### src/rtl/assert_macros.svh
// ----------------------------------------------------------------------------
// assert_macros.svh
// Concurrent assertion helpers used by the TLV element search RTL.
// ----------------------------------------------------------------------------
`ifndef ASSERT_MACROS_SVH
`define ASSERT_MACROS_SVH

// Same-cycle implication, disabled during reset.
`define ASSERT_SAME(lbl, clk, rst_n, ante, cons) \
    lbl: assert property (@(posedge clk) disable iff (!rst_n) (ante) |-> (cons)) \
        else $error("same-cycle check failed");

// Next-cycle implication, disabled during reset.
`define ASSERT_NEXT(lbl, clk, rst_n, ante, cons) \
    lbl: assert property (@(posedge clk) disable iff (!rst_n) (ante) |=> (cons)) \
        else $error("next-cycle check failed");

`endif

### src/rtl/tlvs_pkg.sv
// ----------------------------------------------------------------------------
// tlvs_pkg
// Types and constants for the TLV element search block.
// ----------------------------------------------------------------------------
package tlvs_pkg;

    localparam int unsigned CFG_IDX_W = 1;

    localparam logic [CFG_IDX_W-1:0] CFG_SEARCH_TYPE = 1'd0;
    localparam logic [CFG_IDX_W-1:0] CFG_WIDE_MODE   = 1'd1;

    typedef enum logic
    {
        PHASE_HEADER = 1'b0,
        PHASE_SKIP   = 1'b1
    } scan_phase_t;

    typedef struct packed
    {
        logic [7:0]  data_byte;
        logic        first_byte;
        logic [15:0] msg_len;
    } in_item_t;

    typedef struct packed
    {
        logic        found;
        logic [15:0] element_offset;
        logic [15:0] value_length;
    } out_item_t;

    typedef struct packed
    {
        logic [15:0] search_type;
        logic        wide_header_mode;
    } cfg_t;

    // Handshake status between the input register and the scan stage
    typedef struct packed
    {
        logic item_valid;
    } pipe_ctl_t;

endpackage

### src/rtl/tlvs_in_reg.sv
// ----------------------------------------------------------------------------
// tlvs_in_reg
// Input request register; holds one byte until the scan stage takes it.
// ----------------------------------------------------------------------------
module tlvs_in_reg
(
    input  logic               clk,
    input  logic               rst_n,
    input  logic               in_valid,
    output logic               in_stall,
    input  tlvs_pkg::in_item_t in_data,
    input  logic               out_free,
    output tlvs_pkg::pipe_ctl_t ctl,
    output tlvs_pkg::in_item_t item
);
    import tlvs_pkg::*;

    logic     valid_reg;
    logic     valid_next;
    in_item_t item_reg;
    logic     accept;
    logic     consume;

    assign consume  = valid_reg && out_free;
    assign in_stall = valid_reg && !out_free;
    assign accept   = in_valid && !in_stall;

    always_comb
    begin
        valid_next = valid_reg;
        if (accept)
        begin
            valid_next = 1'b1;
        end
        else if (consume)
        begin
            valid_next = 1'b0;
        end
    end

    always_ff @(posedge clk or negedge rst_n)
    begin
        if (!rst_n)
        begin
            valid_reg <= 1'b0;
        end
        else
        begin
            valid_reg <= valid_next;
        end
    end

    always_ff @(posedge clk)
    begin
        if (accept)
        begin
            item_reg <= in_data;
        end
    end

    assign ctl.item_valid = consume;
    assign item           = item_reg;

endmodule

### src/rtl/tlvs_scan.sv
// ----------------------------------------------------------------------------
// tlvs_scan
// Per-byte scan state and the single-pass TLV header/skip decision.
// ----------------------------------------------------------------------------
module tlvs_scan
(
    input  logic                 clk,
    input  logic                 rst_n,
    input  tlvs_pkg::cfg_t       cfg,
    input  tlvs_pkg::pipe_ctl_t  ctl,
    input  tlvs_pkg::in_item_t   item,
    output logic                 res_fire,
    output tlvs_pkg::out_item_t  res
);
    import tlvs_pkg::*;

    scan_phase_t phase_reg, phase_next;
    logic        decided_reg, decided_next;
    logic [15:0] remain_reg, remain_next;
    logic [15:0] pos_reg, pos_next;
    logic [1:0]  hbc_reg, hbc_next;
    logic [15:0] type_reg, type_next;
    logic [15:0] len_reg, len_next;
    logic [15:0] start_reg, start_next;
    logic [15:0] skip_reg, skip_next;

    always_comb
    begin
        logic        live;
        logic [1:0]  half;
        logic        complete;
        logic [15:0] mask;
        logic [15:0] elen;
        logic [15:0] etype;

        phase_next   = phase_reg;
        decided_next = decided_reg;
        remain_next  = remain_reg;
        pos_next     = pos_reg;
        hbc_next     = hbc_reg;
        type_next    = type_reg;
        len_next     = len_reg;
        start_next   = start_reg;
        skip_next    = skip_reg;
        res_fire     = 1'b0;
        res          = '0;
        live         = 1'b0;
        half         = cfg.wide_header_mode ? 2'd2 : 2'd1;
        mask         = cfg.wide_header_mode ? 16'hFFFF : 16'h00FF;
        complete     = 1'b0;
        elen         = '0;
        etype        = '0;

        if (ctl.item_valid)
        begin
            live = 1'b1;
            if (item.first_byte)
            begin
                decided_next = 1'b0;
                phase_next   = PHASE_HEADER;
                remain_next  = item.msg_len;
                pos_next     = '0;
                hbc_next     = '0;
                skip_next    = '0;
                // empty message: decide at once, byte is not scanned
                if (item.msg_len == 16'd0)
                begin
                    decided_next = 1'b1;
                    res_fire     = 1'b1;
                    live         = 1'b0;
                end
            end

            if (live && !decided_next)
            begin
                remain_next = remain_next - 16'd1;
                if (phase_next == PHASE_SKIP)
                begin
                    pos_next  = pos_next + 16'd1;
                    skip_next = skip_next - 16'd1;
                    if (skip_next == 16'd0)
                    begin
                        if (remain_next == 16'd0)
                        begin
                            decided_next = 1'b1;
                            res_fire     = 1'b1;
                        end
                        else
                        begin
                            phase_next = PHASE_HEADER;
                            hbc_next   = '0;
                        end
                    end
                end
                else
                begin
                    if (hbc_next == 2'd0)
                    begin
                        start_next = pos_next;
                        type_next  = '0;
                        len_next   = '0;
                    end
                    if (hbc_next < half)
                    begin
                        type_next = {type_next[7:0], item.data_byte};
                    end
                    else
                    begin
                        len_next = {len_next[7:0], item.data_byte};
                    end
                    hbc_next = hbc_next + 2'd1;
                    pos_next = pos_next + 16'd1;
                    // the count wraps to zero after the fourth wide header byte
                    complete = (hbc_next == 2'd0) ||
                               (!cfg.wide_header_mode && hbc_next >= 2'd2);

                    if (!complete)
                    begin
                        if (remain_next == 16'd0)
                        begin
                            decided_next = 1'b1;
                            res_fire     = 1'b1;
                        end
                    end
                    else
                    begin
                        elen     = len_next & mask;
                        etype    = type_next & mask;
                        hbc_next = '0;
                        if (elen > remain_next)
                        begin
                            decided_next = 1'b1;
                            res_fire     = 1'b1;
                        end
                        else if (etype == (cfg.search_type & mask))
                        begin
                            decided_next       = 1'b1;
                            res_fire           = 1'b1;
                            res.found          = 1'b1;
                            res.element_offset = start_next;
                            res.value_length   = elen;
                        end
                        else if (elen == 16'd0)
                        begin
                            if (remain_next == 16'd0)
                            begin
                                decided_next = 1'b1;
                                res_fire     = 1'b1;
                            end
                        end
                        else
                        begin
                            skip_next  = elen;
                            phase_next = PHASE_SKIP;
                        end
                    end
                end
            end
        end
    end

    always_ff @(posedge clk or negedge rst_n)
    begin
        if (!rst_n)
        begin
            phase_reg   <= PHASE_HEADER;
            decided_reg <= 1'b1;
            remain_reg  <= '0;
            pos_reg     <= '0;
            hbc_reg     <= '0;
            type_reg    <= '0;
            len_reg     <= '0;
            start_reg   <= '0;
            skip_reg    <= '0;
        end
        else
        begin
            phase_reg   <= phase_next;
            decided_reg <= decided_next;
            remain_reg  <= remain_next;
            pos_reg     <= pos_next;
            hbc_reg     <= hbc_next;
            type_reg    <= type_next;
            len_reg     <= len_next;
            start_reg   <= start_next;
            skip_reg    <= skip_next;
        end
    end

endmodule

### src/rtl/tlvs_out_reg.sv
// ----------------------------------------------------------------------------
// tlvs_out_reg
// Result register; holds one result until the downstream side takes it.
// ----------------------------------------------------------------------------
module tlvs_out_reg
(
    input  logic                clk,
    input  logic                rst_n,
    input  logic                res_fire,
    input  tlvs_pkg::out_item_t res,
    output logic                out_free,
    output logic                out_valid,
    input  logic                out_stall,
    output tlvs_pkg::out_item_t out_data
);
    import tlvs_pkg::*;

    logic      valid_reg;
    logic      valid_next;
    out_item_t data_reg;

    assign out_free = !valid_reg || !out_stall;

    always_comb
    begin
        valid_next = valid_reg;
        if (res_fire)
        begin
            valid_next = 1'b1;
        end
        else if (valid_reg && !out_stall)
        begin
            valid_next = 1'b0;
        end
    end

    always_ff @(posedge clk or negedge rst_n)
    begin
        if (!rst_n)
        begin
            valid_reg <= 1'b0;
        end
        else
        begin
            valid_reg <= valid_next;
        end
    end

    always_ff @(posedge clk)
    begin
        if (res_fire)
        begin
            data_reg <= res;
        end
    end

    assign out_valid = valid_reg;
    assign out_data  = data_reg;

endmodule

### src/rtl/tlv_element_search.sv
// ----------------------------------------------------------------------------
// tlv_element_search
// Scans a byte stream as TLV elements and reports the first matching type.
// ----------------------------------------------------------------------------
// One message byte per request, one request per cycle while in_stall is low.
// A byte is held in the input register, the header/skip decision is made from
// it and the scan state in a single pass, and the result is captured in the
// result register.
// Each message gives exactly one result: found with the header offset and
// length field, or not found. Bytes after the decision are dropped until the
// next request marked as first byte. in_stall rises only while a result waits
// in the result register under out_stall. Write search_type and
// wide_header_mode only while no request is in flight; a change applies at
// once, even in the middle of a message.
// ----------------------------------------------------------------------------
module tlv_element_search
(
    input  logic                                clk,
    input  logic                                rst_n,
    input  logic                                in_valid,
    output logic                                in_stall,
    input  tlvs_pkg::in_item_t                  in_data,
    output logic                                out_valid,
    input  logic                                out_stall,
    output tlvs_pkg::out_item_t                 out_data,
    input  logic                                cfg_we,
    input  logic [tlvs_pkg::CFG_IDX_W-1:0]      cfg_index,
    input  logic [15:0]                         cfg_wdata
);
    import tlvs_pkg::*;

    `include "assert_macros.svh"

    cfg_t      cfg_reg;
    cfg_t      cfg_next;
    pipe_ctl_t ctl;
    in_item_t  item;
    logic      out_free;
    logic      res_fire;
    out_item_t res;

    always_comb
    begin
        cfg_next = cfg_reg;
        if (cfg_we)
        begin
            case (cfg_index)
                CFG_SEARCH_TYPE: cfg_next.search_type      = cfg_wdata;
                CFG_WIDE_MODE:   cfg_next.wide_header_mode = cfg_wdata[0];
                default:         cfg_next = cfg_reg;
            endcase
        end
    end

    always_ff @(posedge clk or negedge rst_n)
    begin
        if (!rst_n)
        begin
            cfg_reg <= '0;
        end
        else
        begin
            cfg_reg <= cfg_next;
        end
    end

    tlvs_in_reg u_in_reg
    (
        .clk      (clk),
        .rst_n    (rst_n),
        .in_valid (in_valid),
        .in_stall (in_stall),
        .in_data  (in_data),
        .out_free (out_free),
        .ctl      (ctl),
        .item     (item)
    );

    tlvs_scan u_scan
    (
        .clk      (clk),
        .rst_n    (rst_n),
        .cfg      (cfg_reg),
        .ctl      (ctl),
        .item     (item),
        .res_fire (res_fire),
        .res      (res)
    );

    tlvs_out_reg u_out_reg
    (
        .clk       (clk),
        .rst_n     (rst_n),
        .res_fire  (res_fire),
        .res       (res),
        .out_free  (out_free),
        .out_valid (out_valid),
        .out_stall (out_stall),
        .out_data  (out_data)
    );

    // a result is only produced when the result register can take it
    `ASSERT_SAME(a_fire_has_room, clk, rst_n, res_fire, out_free && ctl.item_valid)
    // back-pressure only comes from a held result
    `ASSERT_SAME(a_stall_source, clk, rst_n, in_stall, out_valid && out_stall)
    // a fired result is presented on the next cycle
    `ASSERT_NEXT(a_fire_shows, clk, rst_n, res_fire, out_valid)
    // not-found results carry zero offset and length
    `ASSERT_SAME(a_miss_zero, clk, rst_n, out_valid && !out_data.found, out_data.element_offset == 16'd0 && out_data.value_length == 16'd0)

endmodule

### config.mk
export PLATFORM = sky130hd
export DESIGN_NAME = tlv_element_search
export DESIGN_NICKNAME = d
export VERILOG_FILES = /design/src/rtl/tlvs_pkg.sv /design/src/rtl/tlvs_in_reg.sv /design/src/rtl/tlvs_scan.sv /design/src/rtl/tlvs_out_reg.sv /design/src/rtl/tlv_element_search.sv
export VERILOG_INCLUDE_DIRS = /design/src /design/src/rtl
export SDC_FILE = /design/constraint.sdc
export NUM_CORES = 1
export LEC_CHECK = 0
export BUFFER_PORTS_ARGS = -buffer_cell sky130_fd_sc_hd__buf_4
export CAP_MARGIN = 20
export CORE_AREA = 2 2 163 165
export CTS_BUF_LIST = sky130_fd_sc_hd__clkbuf_4 sky130_fd_sc_hd__clkbuf_8 sky130_fd_sc_hd__clkbuf_16
export CTS_CLUSTER_SIZE = 10
export DETAILED_ROUTE_END_ITERATION = 12
export DIE_AREA = 0 0 165 167
export SLEW_MARGIN = 20
export SYNTH_ARGS = -nofsm -noshare
export SYNTH_HDL_FRONTEND = slang
export SYNTH_SLANG_ARGS = --single-unit
export TNS_END_PERCENT = 10
### constraint.sdc
create_clock -name clk -period 15.4 [get_ports clk]
set_input_delay 0.77 -clock clk [delete_from_list [all_inputs] [get_ports clk]]
set_output_delay 0.77 -clock clk [all_outputs]
set_load 0.01 [all_outputs]
# ---- After elaboration in Yosys (flattened, before gate mapping)
# Cells that the tools add are included.
dict set report word_totals {
  input_bits 47
  register_bits 177
}
dict set report op_classes {
  eq_ne 1
  magnitude_cmp 3
  n_reduce_logical 27
  n_mux 73
  bitwise 9
  n_addsub 4
}
# op count
set op_table {}
lappend op_table {{16-bit two-way mux} 26}
lappend op_table {{16-bit logical NOT} 4}
lappend op_table {{16-bit AND} 3}
lappend op_table {{1-bit two-way mux} 38}
lappend op_table {{33-bit two-way mux} 1}
lappend op_table {{16-bit by 1-bit subtractor with 16-bit output, second input constant} 2}
lappend op_table {{16-bit by 1-bit adder with 16-bit output, second input constant} 1}
lappend op_table {{16-bit equality test} 1}
lappend op_table {{16-bit > comparator} 1}
lappend op_table {{2-bit two-way mux} 8}
lappend op_table {{1-bit logical AND} 6}
lappend op_table {{1-bit logical NOT} 6}
lappend op_table {{1-bit NOT} 6}
lappend op_table {{6-bit OR reduction} 1}
lappend op_table {{5-bit OR reduction} 1}
lappend op_table {{2-bit logical NOT} 2}
lappend op_table {{2-bit AND reduction} 2}
lappend op_table {{2-bit nonzero test} 2}
lappend op_table {{3-bit AND reduction} 1}
lappend op_table {{2-bit by 1-bit adder with 2-bit output, second input constant} 1}
lappend op_table {{2-bit greater-or-equal comparator, second input constant} 1}
lappend op_table {{1-bit logical OR} 2}
lappend op_table {{2-bit < comparator} 1}

# ---- Longest topological paths before layout
# Gate-level depths: netlist (run 1).
dict set report logic_depth {
  word_depth 20
  ltp_mapped 26
  depth_no_buf 19
}

# ---- Modules after synthesis
# From an unflattened synthesis (run 1), not the netlist that was laid out.
dict set report unflattened {
  hier_cells 1026
  area_unflattened_um2 10116.0
}
# module seq_area_each_um2 area_each_um2 cells_each instances
set by_module_without_submodules {}
lappend by_module_without_submodules {tlvs_scan 2503.7 7571.0 921 1}
lappend by_module_without_submodules {tlvs_out_reg 1016.0 1027.2 36 1}
lappend by_module_without_submodules {tlvs_in_reg 775.7 814.5 31 1}
lappend by_module_without_submodules {tlv_element_search 425.4 703.2 38 1}

# ---- Worst setup path after synthesis (run 1)
# No wires, ideal clock.
dict set report synth_timing {
  path_type {reg2reg}
  from {register u_in_reg.item_reg (netlist bit u_in_reg.item[16])}
  to {register u_out_reg.data_reg (netlist bit u_out_reg.out_data[0]), enable pin}
  period_less_slack_ns 5.762
  stages_incl_launch_ff 23
  setup_ns 0.395
  path_slack_ns 9.638
  t_arrival_ns 5.367
  required_time_ns 15.005
  cell_sequence {edfxtp_1 > buf_6 > clkbuf_1 > buf_2 > buf_2 > mux2i_1 > ha_1 > buf_4 > or4bb_1 > a21o_1 > nor4_2 > xnor2_1 > inv_1 > ha_1 > and3_1 > nand4_1 > nor2_1 > a211o_1 > a2bb2oi_2 > o211ai_1 > a31oi_1 > nor3_1 > o31a_1}
}
dict set report synth_between {
  elab_chain_cells 17
}
# item line_no
set synth_lines {}
lappend synth_lines {{from (decl)} tlvs_in_reg.sv:20} ;# in_item_t item_reg;
lappend synth_lines {{from (signal assigned)} tlvs_in_reg.sv:57} ;# item_reg <= in_data;
lappend synth_lines {{parallel branches: the longest is 15 deep, another holds 16-bit > comparator} -}
lappend synth_lines {{1-bit two-way mux *} tlvs_scan.sv:74} ;# if (live && !decided_next)
lappend synth_lines {{1-bit two-way mux *} tlvs_scan.sv:54} ;# if (ctl.item_valid)
lappend synth_lines {{net res_fire} tlv_element_search.sv:39} ;# logic res_fire;
lappend synth_lines {{to (signal assigned)} tlvs_out_reg.sv:53} ;# data_reg <= res;
lappend synth_lines {{to (decl)} tlvs_out_reg.sv:20} ;# out_item_t data_reg;
# Mark *: on every way through the listed nets, which the timed path passes. The select of a mux whose other input is x is not followed.
# A chain may end at the register's enable or synchronous reset.

# ---- Final worst setup path (run 1)
dict set report layout_timing {
  from {register u_in_reg.item_reg (netlist bit u_in_reg.item[16])}
  to {register u_out_reg.data_reg (netlist bit u_out_reg.out_data[18]), enable pin}
}
# The elaborated chain is that of the path after synthesis.

==> results of run 1 <==
-- final timing paths --
check | startpoint | end | slack [ps]
worst max-delay path | u_in_reg.item[16] | u_out_reg.out_data[18] | 9090
worst min-delay path | rst_n | cfg_reg[11] | 410
worst max register to register | u_in_reg.item[16] | u_out_reg.out_data[18] | 9090
worst min register to register | u_scan.type_reg[9] | u_scan.type_reg[9] | 480
max in group asynchronous | rst_n | u_scan.pos_reg[15] | 13600
min in group clk | u_scan.type_reg[9] | u_scan.type_reg[9] | 480
-- metal layers --
| metal | up-vias | routed length (um) | global-route usage |
|---|---|---|---|
| li1 | 3977 | - | - |
| met1 | 3976 | 13300 | 0.312 |
| met2 | 261 | 11900 | 0.295 |
| met3 | 40 | 1840 | 0.0403 |
| met4 | 0 | 557 | 0.0616 |
| met5 | - | 0 | 0 |
-- worst register-to-register path, delay by kind of cell (launching register included) --
family	cells	cell delay (ps)
compound gates	9	2360
simple gates	2	670
mux	2	640
flops	1	320
buf+inv	4	1210
xor+xnor	1	100
fa+ha+maj	2	700
-- layout make-up --
class                           instances  area share
Clock inverter                         15      0.0161
Tap cell                              335      0.0358
Multi-Input combinational cell        805       0.435
Clock buffer                           17      0.0364
Inverter                               33      0.0106
Sequential cell                       177       0.404
Timing Repair Buffer                   97      0.0622
-- power breakdown --
part / internal [mW] / total, mW / leakage (nW) / switching [mW]
clock: 0.235 / 0.449 / 0.296 / 0.215
combinational: 0.288 / 0.751 / 2.36 / 0.463
sequential: 0.609 / 0.733 / 2.10 / 0.124
total: 1.13 / 1.93 / 4.75 / 0.802
-- cells in the mapped netlist (3+ instances only) --
cell type,number,area share
a211oi_1,3,0.0022
a21boi_0,3,0.0022
a21o_1,6,0.0044
a21oi_1,59,0.029
a22o_1,10,0.0086
a22oi_1,17,0.012
a31oi_1,9,0.0055
a32oi_1,4,0.0034
and2_1,7,0.0043
and3_1,8,0.0049
buf_1,6,0.0022
buf_2,10,0.0049
buf_6,4,0.0044
clkbuf_1,40,0.015
dfrtp_1,118,0.29
edfxtp_1,58,0.17
ha_1,23,0.028
inv_1,33,0.012
mux2_2,26,0.029
mux2i_1,47,0.046
nand2_1,133,0.049
nand2b_1,24,0.015
nand3_1,28,0.014
nand4_1,16,0.0098
nor2_1,86,0.032
nor2b_1,24,0.015
nor3_1,26,0.013
nor3b_1,12,0.0088
nor4_1,16,0.0098
nor4_2,4,0.0049
o211a_1,3,0.0029
o211ai_1,12,0.0088
o21a_1,4,0.0029
o21ai_0,81,0.040
o21ai_1,4,0.0020
o22ai_1,12,0.0074
o31ai_1,8,0.0059
xnor2_1,31,0.027
xor2_1,26,0.022
-- logic make-up (layout without fill, tap and decap cells) --
group / count (synthesis) / in the layout / share of synthesized area
buf+inv: 94 / 162 / 0.0391
flops: 177 / 177 / 0.462
fa+ha+maj: 23 / 23 / 0.0282
compound gates: 253 / 253 / 0.155
xor+xnor: 57 / 57 / 0.0489
mux: 73 / 73 / 0.0748
simple gates: 399 / 399 / 0.192
==> impl_metrics.yaml, run 1 <==
drt:
  wirelength_mm: 27.6
  drtIter0Drc: 755
  vias: 8254
  post_drt_wl_per_cell_um: 18.7
  viasPerCell: 5.58
  dr.pass1.iters: 5
  ant_nets: 0
  drcViolationCount: 0
sta:
  setup_tns_ps: 0
  setup_viol: 0
  fin_hold_ws_ps: 408
  rsz0062_at_grt: "no"
  fmax_ghz: 0.158
  finalHoldViolCount: 0
  clock_skew_ps: 10.3
  slew_headroom: 0.296
  fin_crit_ps: 6310
  fin_ws_ps: 9090
  finalMaxSlewViolations: 0
  finalCritPeriodShare: 0.410
  timing_worst_slew_pin_value_ps: 1050
worst_setup_path:
  criticalPathCategory: "flip-flop to flip-flop"
  crit_buf_inv: 4
  cp_max_fo: 48
  crit_slowest_cell: "or4bb_1"
  reg2regPathDepth: 20
  cpMostUsedCell: "buf_4"
  startpoint_type: "flip-flop"
  cp_slowest_stage_delay_ps: 580
  cp-end-kind: "flip-flop"
  crit_chain: "buf_4, buf_4, mux2i_1, ha_1, or4bb_1, a211oi_1, xnor2_1, mux2i_1, inv_1, ha_1, a21o_1, a221oi_1, o21ai_1, a211o_1, a2bb2oi_2, o211ai_1, a31oi_1, nor3_1, o31a_1, buf_4"
  path_delay_family: "compound AO/OA/AOI/OAI gates"
  required_ps: 15550
  worst-path-stages: 20
  arrival_ps: 6460
cts:
  cts_tree: "built"
  cts_sinks: 177
  htreeDepth: 4
  clock_latency_ps: 440
  cts_root_buffer: "clkbuf_16"
  cts_resized: 0
  cts_made_buffers: 17
  cts_buffer_depth: 2
  clk_pin_slew_ps: 80
  cts_hold_buf: 0
  cts_setup_buffers: 0
place:
  place_congestion: 0.879
  portBuffers: 81
  hpwl_mm: 19.3
  placed_cells: 1447
  dp_slack_ps: 9170
  placed_area_sq_mm: 0.0111
floorplan:
  die_w_um: 165
  die_area_sq_mm: 0.0276
  initial_core_util: 0.396
  fp-row-count: 59
  ios: 82
  coreArea_sq_mm: 0.0258
  chipHeight_um: 167
finish:
  largest_reg_flops: 33
  utilization: 0.454
  stdcell_area_sq_mm: 0.0117
  seq_area_sq_mm: 0.00472
  mostFrequentLayoutCell: "nand2_1"
  antennaDiodeCount: 0
  layout-drive-gt1-share: 0.148
  n_fill_cell: 2456
  multiInputGateArea_sq_mm: 0.00509
  final_cells: 1479
  area.growth.synth_to_final_pct: 14.6
  layout_common_cells: "nand2_1, dfrtp_1, buf_4"
  nNetsFinal: 1201
flow_run:
  maxCapViolCount: 0
grt:
  grt_pass1_wl_mm: 44.2
  grt_pass1_vias: 7765
  grt_max_degree: 64
  overflow: 0
  grt_usage: 0.206
  grt_antenna_before_repair: 0
logic_synthesis:
  ys_seq_area_frac: 0.462
  ys_ff_latch: 177
  ys_types: 67
  yosysWarnings: 0
  synth_ff_type: "dfrtp_1"
  async_reset_ff_frac: 0.672
  syn_nets: 1146
  synth_edf_count: 58
  syn_avg_cell_area_sq_um: 9.49
  syn_area_sq_mm: 0.0102
  synthCells: 1076
run_status:
  status: "finished, final reports clean"
power:
  leakage_nw: 4.75
  ir_drop_v: 0.0000843
  powerDensity_mw_per_mm2: 165
  total_power_mw: 1.93
min_path:
  min_path_type: "input port to async pin"
No activity file was read; power rests on OpenSTA's default activity.
==> run 2: changes to the inputs <==
Clock period 15.4 ns to 5.4 ns, I/O delays scaled along.
==> impl_metrics.yaml, run 2 (same netlist as run 1, synthesis figures left out) <==
finish:
  largest_reg_flops: 33
  multiInputGateArea_sq_mm: 0.00511
  nNetsFinal: 1237
  stdcell_area_sq_mm: 0.0120
  layout_common_cells: "nand2_1, dfrtp_1, buf_4"
  antennaDiodeCount: 0
  layout-drive-gt1-share: 0.158
  mostFrequentLayoutCell: "nand2_1"
  seq_area_sq_mm: 0.00472
  area.growth.synth_to_final_pct: 17.7
  n_fill_cell: 2458
sta:
  finalHoldViolCount: 0
  rsz0062_at_grt: "no"
  fmax_ghz: 0.199
  finalCritPeriodShare: 0.928
  finalMaxSlewViolations: 0
  fin_ws_ps: 386
  slew_headroom: 0.311
  setup_viol: 0
  fin_crit_ps: 5010
  setup_tns_ps: 0
  timing_worst_slew_pin_value_ps: 1030
  clock_skew_ps: 12.1
cts:
  cts_root_buffer: "clkbuf_16"
  cts_setup_buffers: 0
  cts_buffer_depth: 2
  cts_tree: "built"
  htreeDepth: 4
  cts_made_buffers: 17
  clock_latency_ps: 440
  cts_sinks: 177
  clk_pin_slew_ps: 70
grt:
  grt_pass1_wl_mm: 44.6
  overflow: 0
  grt_usage: 0.208
  grt_pass1_vias: 7912
  grt_antenna_before_repair: 0
  grt_max_degree: 71
worst_setup_path:
  cp-end-kind: "flip-flop"
  path_delay_family: "simple AND/OR/NAND/NOR gates"
  required_ps: 5530
  cp_max_fo: 33
  startpoint_type: "flip-flop"
  criticalPathCategory: "flip-flop to flip-flop"
  crit_buf_inv: 1
  cp_slowest_stage_delay_ps: 540
  crit_slowest_cell: "o31a_4"
  arrival_ps: 5150
  crit_chain: "buf_4, nor3b_1, o22ai_1, or3_1, nor4_1, xor2_1, ha_1, and3_1, nand4_1, nor2_1, a211o_1, a2bb2oi_2, o211ai_1, a31oi_1, nor3_1, o31a_4"
floorplan:
  coreArea_sq_mm: 0.0258
  ios: 82
  die_w_um: 165
  fp-row-count: 59
  initial_core_util: 0.396
  die_area_sq_mm: 0.0276
  chipHeight_um: 167
drt:
  wirelength_mm: 27.4
  dr.pass1.iters: 5
  drcViolationCount: 0
  vias: 8374
  post_drt_wl_per_cell_um: 18.1
  drtIter0Drc: 732
  ant_nets: 0
  viasPerCell: 5.53
power:
  powerDensity_mw_per_mm2: 460
  leakage_nw: 4.90
  ir_drop_v: 0.000197
place:
  hpwl_mm: 19.4
  place_congestion: 0.914
  portBuffers: 81
  placed_area_sq_mm: 0.0112
  dp_slack_ps: 419
min_path:
  min_path_type: "input port to flip-flop"
run_status:
  status: "finished, final reports clean"
flow_run:
  maxCapViolCount: 0
## run 2: cell count changes in the layout (fill, tap and decap cells not counted), sizes merged
| cell | previous run | this run |
|---|---|---|
| dlygate4sd3 | 0 | 22 |
| buf | 97 | 111 |
| bufinv | 1 | 0 |
| inv | 41 | 42 |
## run 2: power breakdown
group / internal (mW) / leakage [nW] / switching [mW] / total [mW]
Sequential: 1.74 / 2.10 / 0.358 / 2.10
Combinational: 0.876 / 2.51 / 1.31 / 2.19
Clock: 0.624 / 0.287 / 0.622 / 1.25
Total: 3.24 / 4.90 / 2.29 / 5.53
## run 2: timing repair
action | 4_1_cts | 5_1_grt
resized for setup | 0 | 1
endpoints found under the setup margin | 0 | 34
endpoints found under the hold margin | 23 | 2
hold buffers | 20 | 2
## run 2: cell type report
| class | instances | area share |
|---|---|---|
| clock inverter | 15 | 0.0137 |
| timing repair buffer | 133 | 0.0877 |
| clock buffer | 17 | 0.0354 |
| inverter | 33 | 0.0103 |
| tap | 335 | 0.0349 |
| multi-input combinational | 805 | 0.425 |
| sequential | 177 | 0.393 |
## run 2: worst reg2reg max path: cells and delay by family (launching register included)
kind / cells / cell delay (ps)
buffers and inverters: 1 / 320
AND/OR/NAND/NOR: 7 / 1720
XOR/XNOR: 1 / 250
flip-flops: 1 / 480
AO/OA/AOI/OAI: 6 / 1630
adder cells (fa/ha/maj): 1 / 290
## run 2: final timing paths
check | depth (start not counted) | slack (ps) | start | end
worst max-delay path | 16 | 390 | u_in_reg.item[16] | u_out_reg.out_data[17]
worst min-delay path | 1 | 20 | in_data[0] | u_in_reg.item[0]
worst max register to register | 16 | 390 | u_in_reg.item[16] | u_out_reg.out_data[17]
worst min register to register | 2 | 480 | u_scan.type_reg[8] | u_scan.type_reg[8]
max in group asynchronous | 3 | 3660 | rst_n | u_scan.start_reg[3]
min in group asynchronous | 2 | 490 | rst_n | cfg_reg[10]
## run 2: metrics by stage
step	instances	power, mW	hold slack, ps	util
finish	1515	5.53	18.5	0.466
CTS	1513	5.53	1.19	0.465
global route	1515	5.91	0.247	0.466
detailed placement	1461	4.27	449	0.435
global placement	1461	4.24	449	0.435
floorplan	1076	3.59	-25.6	-
## run 2: per-layer routing
metal	up-vias	global-route usage	routed length (um)
li1	4056	-	-
met1	4024	0.305	13100
met2	253	0.302	12000
met3	41	0.0438	1570
met4	0	0.0715	672
met5	-	0	0
==> run 3: changes to the inputs <==
Settings changed: ABC_AREA from default to 1, ABC_CLOCK_PERIOD_IN_PS from default to 5400, CORE_AREA 2 2 163 165 to 2 2 165 167, DIE_AREA 0 0 165 167 to 0 0 167 169.
==> impl_metrics.yaml, run 3 <==
floorplan:
  coreArea_sq_mm: 0.0265
  fp-row-count: 60
  ios: 82
  die_area_sq_mm: 0.0282
  die_w_um: 167
  initial_core_util: 0.392
  chipHeight_um: 169
logic_synthesis:
  syn_area_sq_mm: 0.0104
  yosysWarnings: 0
  syn_nets: 1467
  synth_edf_count: 58
  ys_types: 47
  synth_area_leader_cell: "dfrtp_1"
  synth.area.top_cells: "dfrtp_1, edfxtp_1, nand2_1, inv_1, o21ai_0"
  synth_ff_type: "dfrtp_1"
  post-synth-top-count-cell: "nand2_1"
  synth_top_area_frac: 0.284
  ys_top_cells_by_count: "nand2_1, inv_1, nor2_1"
  async_reset_ff_frac: 0.672
  syn_avg_cell_area_sq_um: 7.44
  ys_seq_area_frac: 0.454
  ys_ff_latch: 177
  synthCells: 1397
cts:
  cts_root_buffer: "clkbuf_16"
  cts_resized: 0
  clk_pin_slew_ps: 90
  htreeDepth: 4
  cts_hold_buf: 26
  clock_latency_ps: 450
  cts_tree: "built"
  cts_sinks: 177
  cts_made_buffers: 17
  cts_setup_buffers: 0
  cts_buffer_depth: 2
finish:
  area.growth.synth_to_final_pct: 17.0
  mostFrequentLayoutCell: "nand2_1"
  largest_reg_flops: 33
  antennaDiodeCount: 0
  layout-drive-gt1-share: 0.110
  multiInputGateArea_sq_mm: 0.00471
  seq_area_sq_mm: 0.00472
  nNetsFinal: 1550
  n_fill_cell: 2659
  utilization: 0.459
  layout_common_cells: "nand2_1, inv_1, nor2_1"
worst_setup_path:
  cp-end-kind: "flip-flop"
  r2r_start: "u_in_reg.item[16]"
  arrival_ps: 4550
  reg2regPathDepth: 25
  startpoint_type: "flip-flop"
  criticalPathCategory: "flip-flop to flip-flop"
  crit_start: "u_in_reg.item[16]"
  cp_max_fo: 46
  reg2reg_slack_ps: 950
  required_ps: 5500
  crit_slowest_cell: "buf_4"
  cp_slowest_stage_delay_ps: 470
  cpMostUsedCell: "nand2_1"
  regToRegEndpoint: "u_out_reg.out_data[13]"
min_path:
  hold_end: "cfg_reg[0]"
  min_path_cells: 2
  hp-start: "cfg_index"
  min_path_type: "input port to flip-flop"
grt:
  overflow: 0
  grt_antenna_before_repair: 0
  grt_pass1_wl_mm: 45.1
  grt_pass1_vias: 8699
  grt_max_degree: 62
  grt_usage: 0.199
drt:
  post_drt_wl_per_cell_um: 15.0
  ant_nets: 0
  drcViolationCount: 0
  vias: 9239
  drtIter0Drc: 752
  dr.pass1.iters: 5
  wirelength_mm: 27.5
  viasPerCell: 5.04
sta:
  slew_headroom: 0.301
  timing_worst_slew_pin_value_ps: 1050
  setup_viol: 0
  fmax_ghz: 0.225
  fin_crit_ps: 4450
  clock_skew_ps: 17.0
  fin_ws_ps: 951
  finalMaxSlewViolations: 0
  rsz0062_at_grt: "no"
  finalHoldViolCount: 0
  setup_tns_ps: 0
  fin_hold_ws_ps: 13.9
  finalCritPeriodShare: 0.824
power:
  powerDensity_mw_per_mm2: 482
  total_power_mw: 5.86
  leakage_nw: 5.88
  ir_drop_v: 0.000218
place:
  portBuffers: 81
  hpwl_mm: 19.1
  place_congestion: 0.856
  dp_slack_ps: 1010
flow_run:
  maxCapViolCount: 0
run_status:
  status: "finished, final reports clean"
-- run 3: changes by cell type after synthesis, moves of 34 or more --
cell	delta
inv_1	+138
nand2_1	+269
nand3_1	+47
o21ai_0	+34
mux2i_1	-46
nor2_1	+64
-- run 3: logic make-up after synthesis --
| logic type | count (synthesis) | share of synthesized area |
|---|---|---|
| AND/OR/NAND/NOR | 705 | 0.287 |
| AO/OA/AOI/OAI | 230 | 0.116 |
| adder cells (fa/ha/maj) | 23 | 0.0277 |
| multiplexers | 5 | 0.00530 |
| buffers and inverters | 238 | 0.0938 |
| flip-flops | 177 | 0.454 |
| XOR/XNOR | 19 | 0.0160 |
-- run 3: final cells by class --
type | count | area share
sequential | 177 | 0.388
multi-input combinational | 982 | 0.387
timing repair buffer | 124 | 0.0819
tap | 341 | 0.0351
clock inverter | 15 | 0.0174
clock buffer | 17 | 0.0350
inverter | 178 | 0.0550
-- run 3: power breakdown --
part,internal [mW],leakage [nW],total [mW],switching (mW)
combinational,0.841,3.50,2.63,1.79
sequential,1.76,2.07,1.91,0.146
clock,0.649,0.306,1.32,0.675
-- run 3: critical path, delay by kind of cell, from the launching register on --
| family | cells | cell delay (ps) |
|---|---|---|
| simple gates | 18 | 1850 |
| buf+inv | 4 | 1110 |
| compound gates | 2 | 410 |
| flops | 1 | 360 |
| fa+ha+maj | 1 | 350 |
-- run 3: layer usage --
metal	track usage	wire [um]	up-vias
met5	0	0	-
met4	0.0521	389	0
met3	0.0351	1890	35
met2	0.317	12500	312
met1	0.281	12700	4205
li1	-	-	4687
-- run 3: worst max path at each step --
stage | endpoint | slack [ps] | cells after the start
CTS | u_out_reg.out_data[2] | 1000 | 23
global placement | u_out_reg.out_data[28] | 1010 | 25
finish | u_out_reg.out_data[13] | 950 | 25
floorplan | u_out_reg.out_data[0] | 920 | 24
global route | u_out_reg.out_data[8] | 450 | 25
detailed placement | u_out_reg.out_data[32] | 1010 | 23
-- run 3: through the flow --
| stage | instance area, sq um | instances |
|---|---|---|
| CTS | 12200 | 1834 |
| global route | 12200 | 1834 |
| detailed placement | 11300 | 1776 |
| finish | 12200 | 1834 |
| floorplan | 10400 | 1397 |
| global placement | 11300 | 1776 |
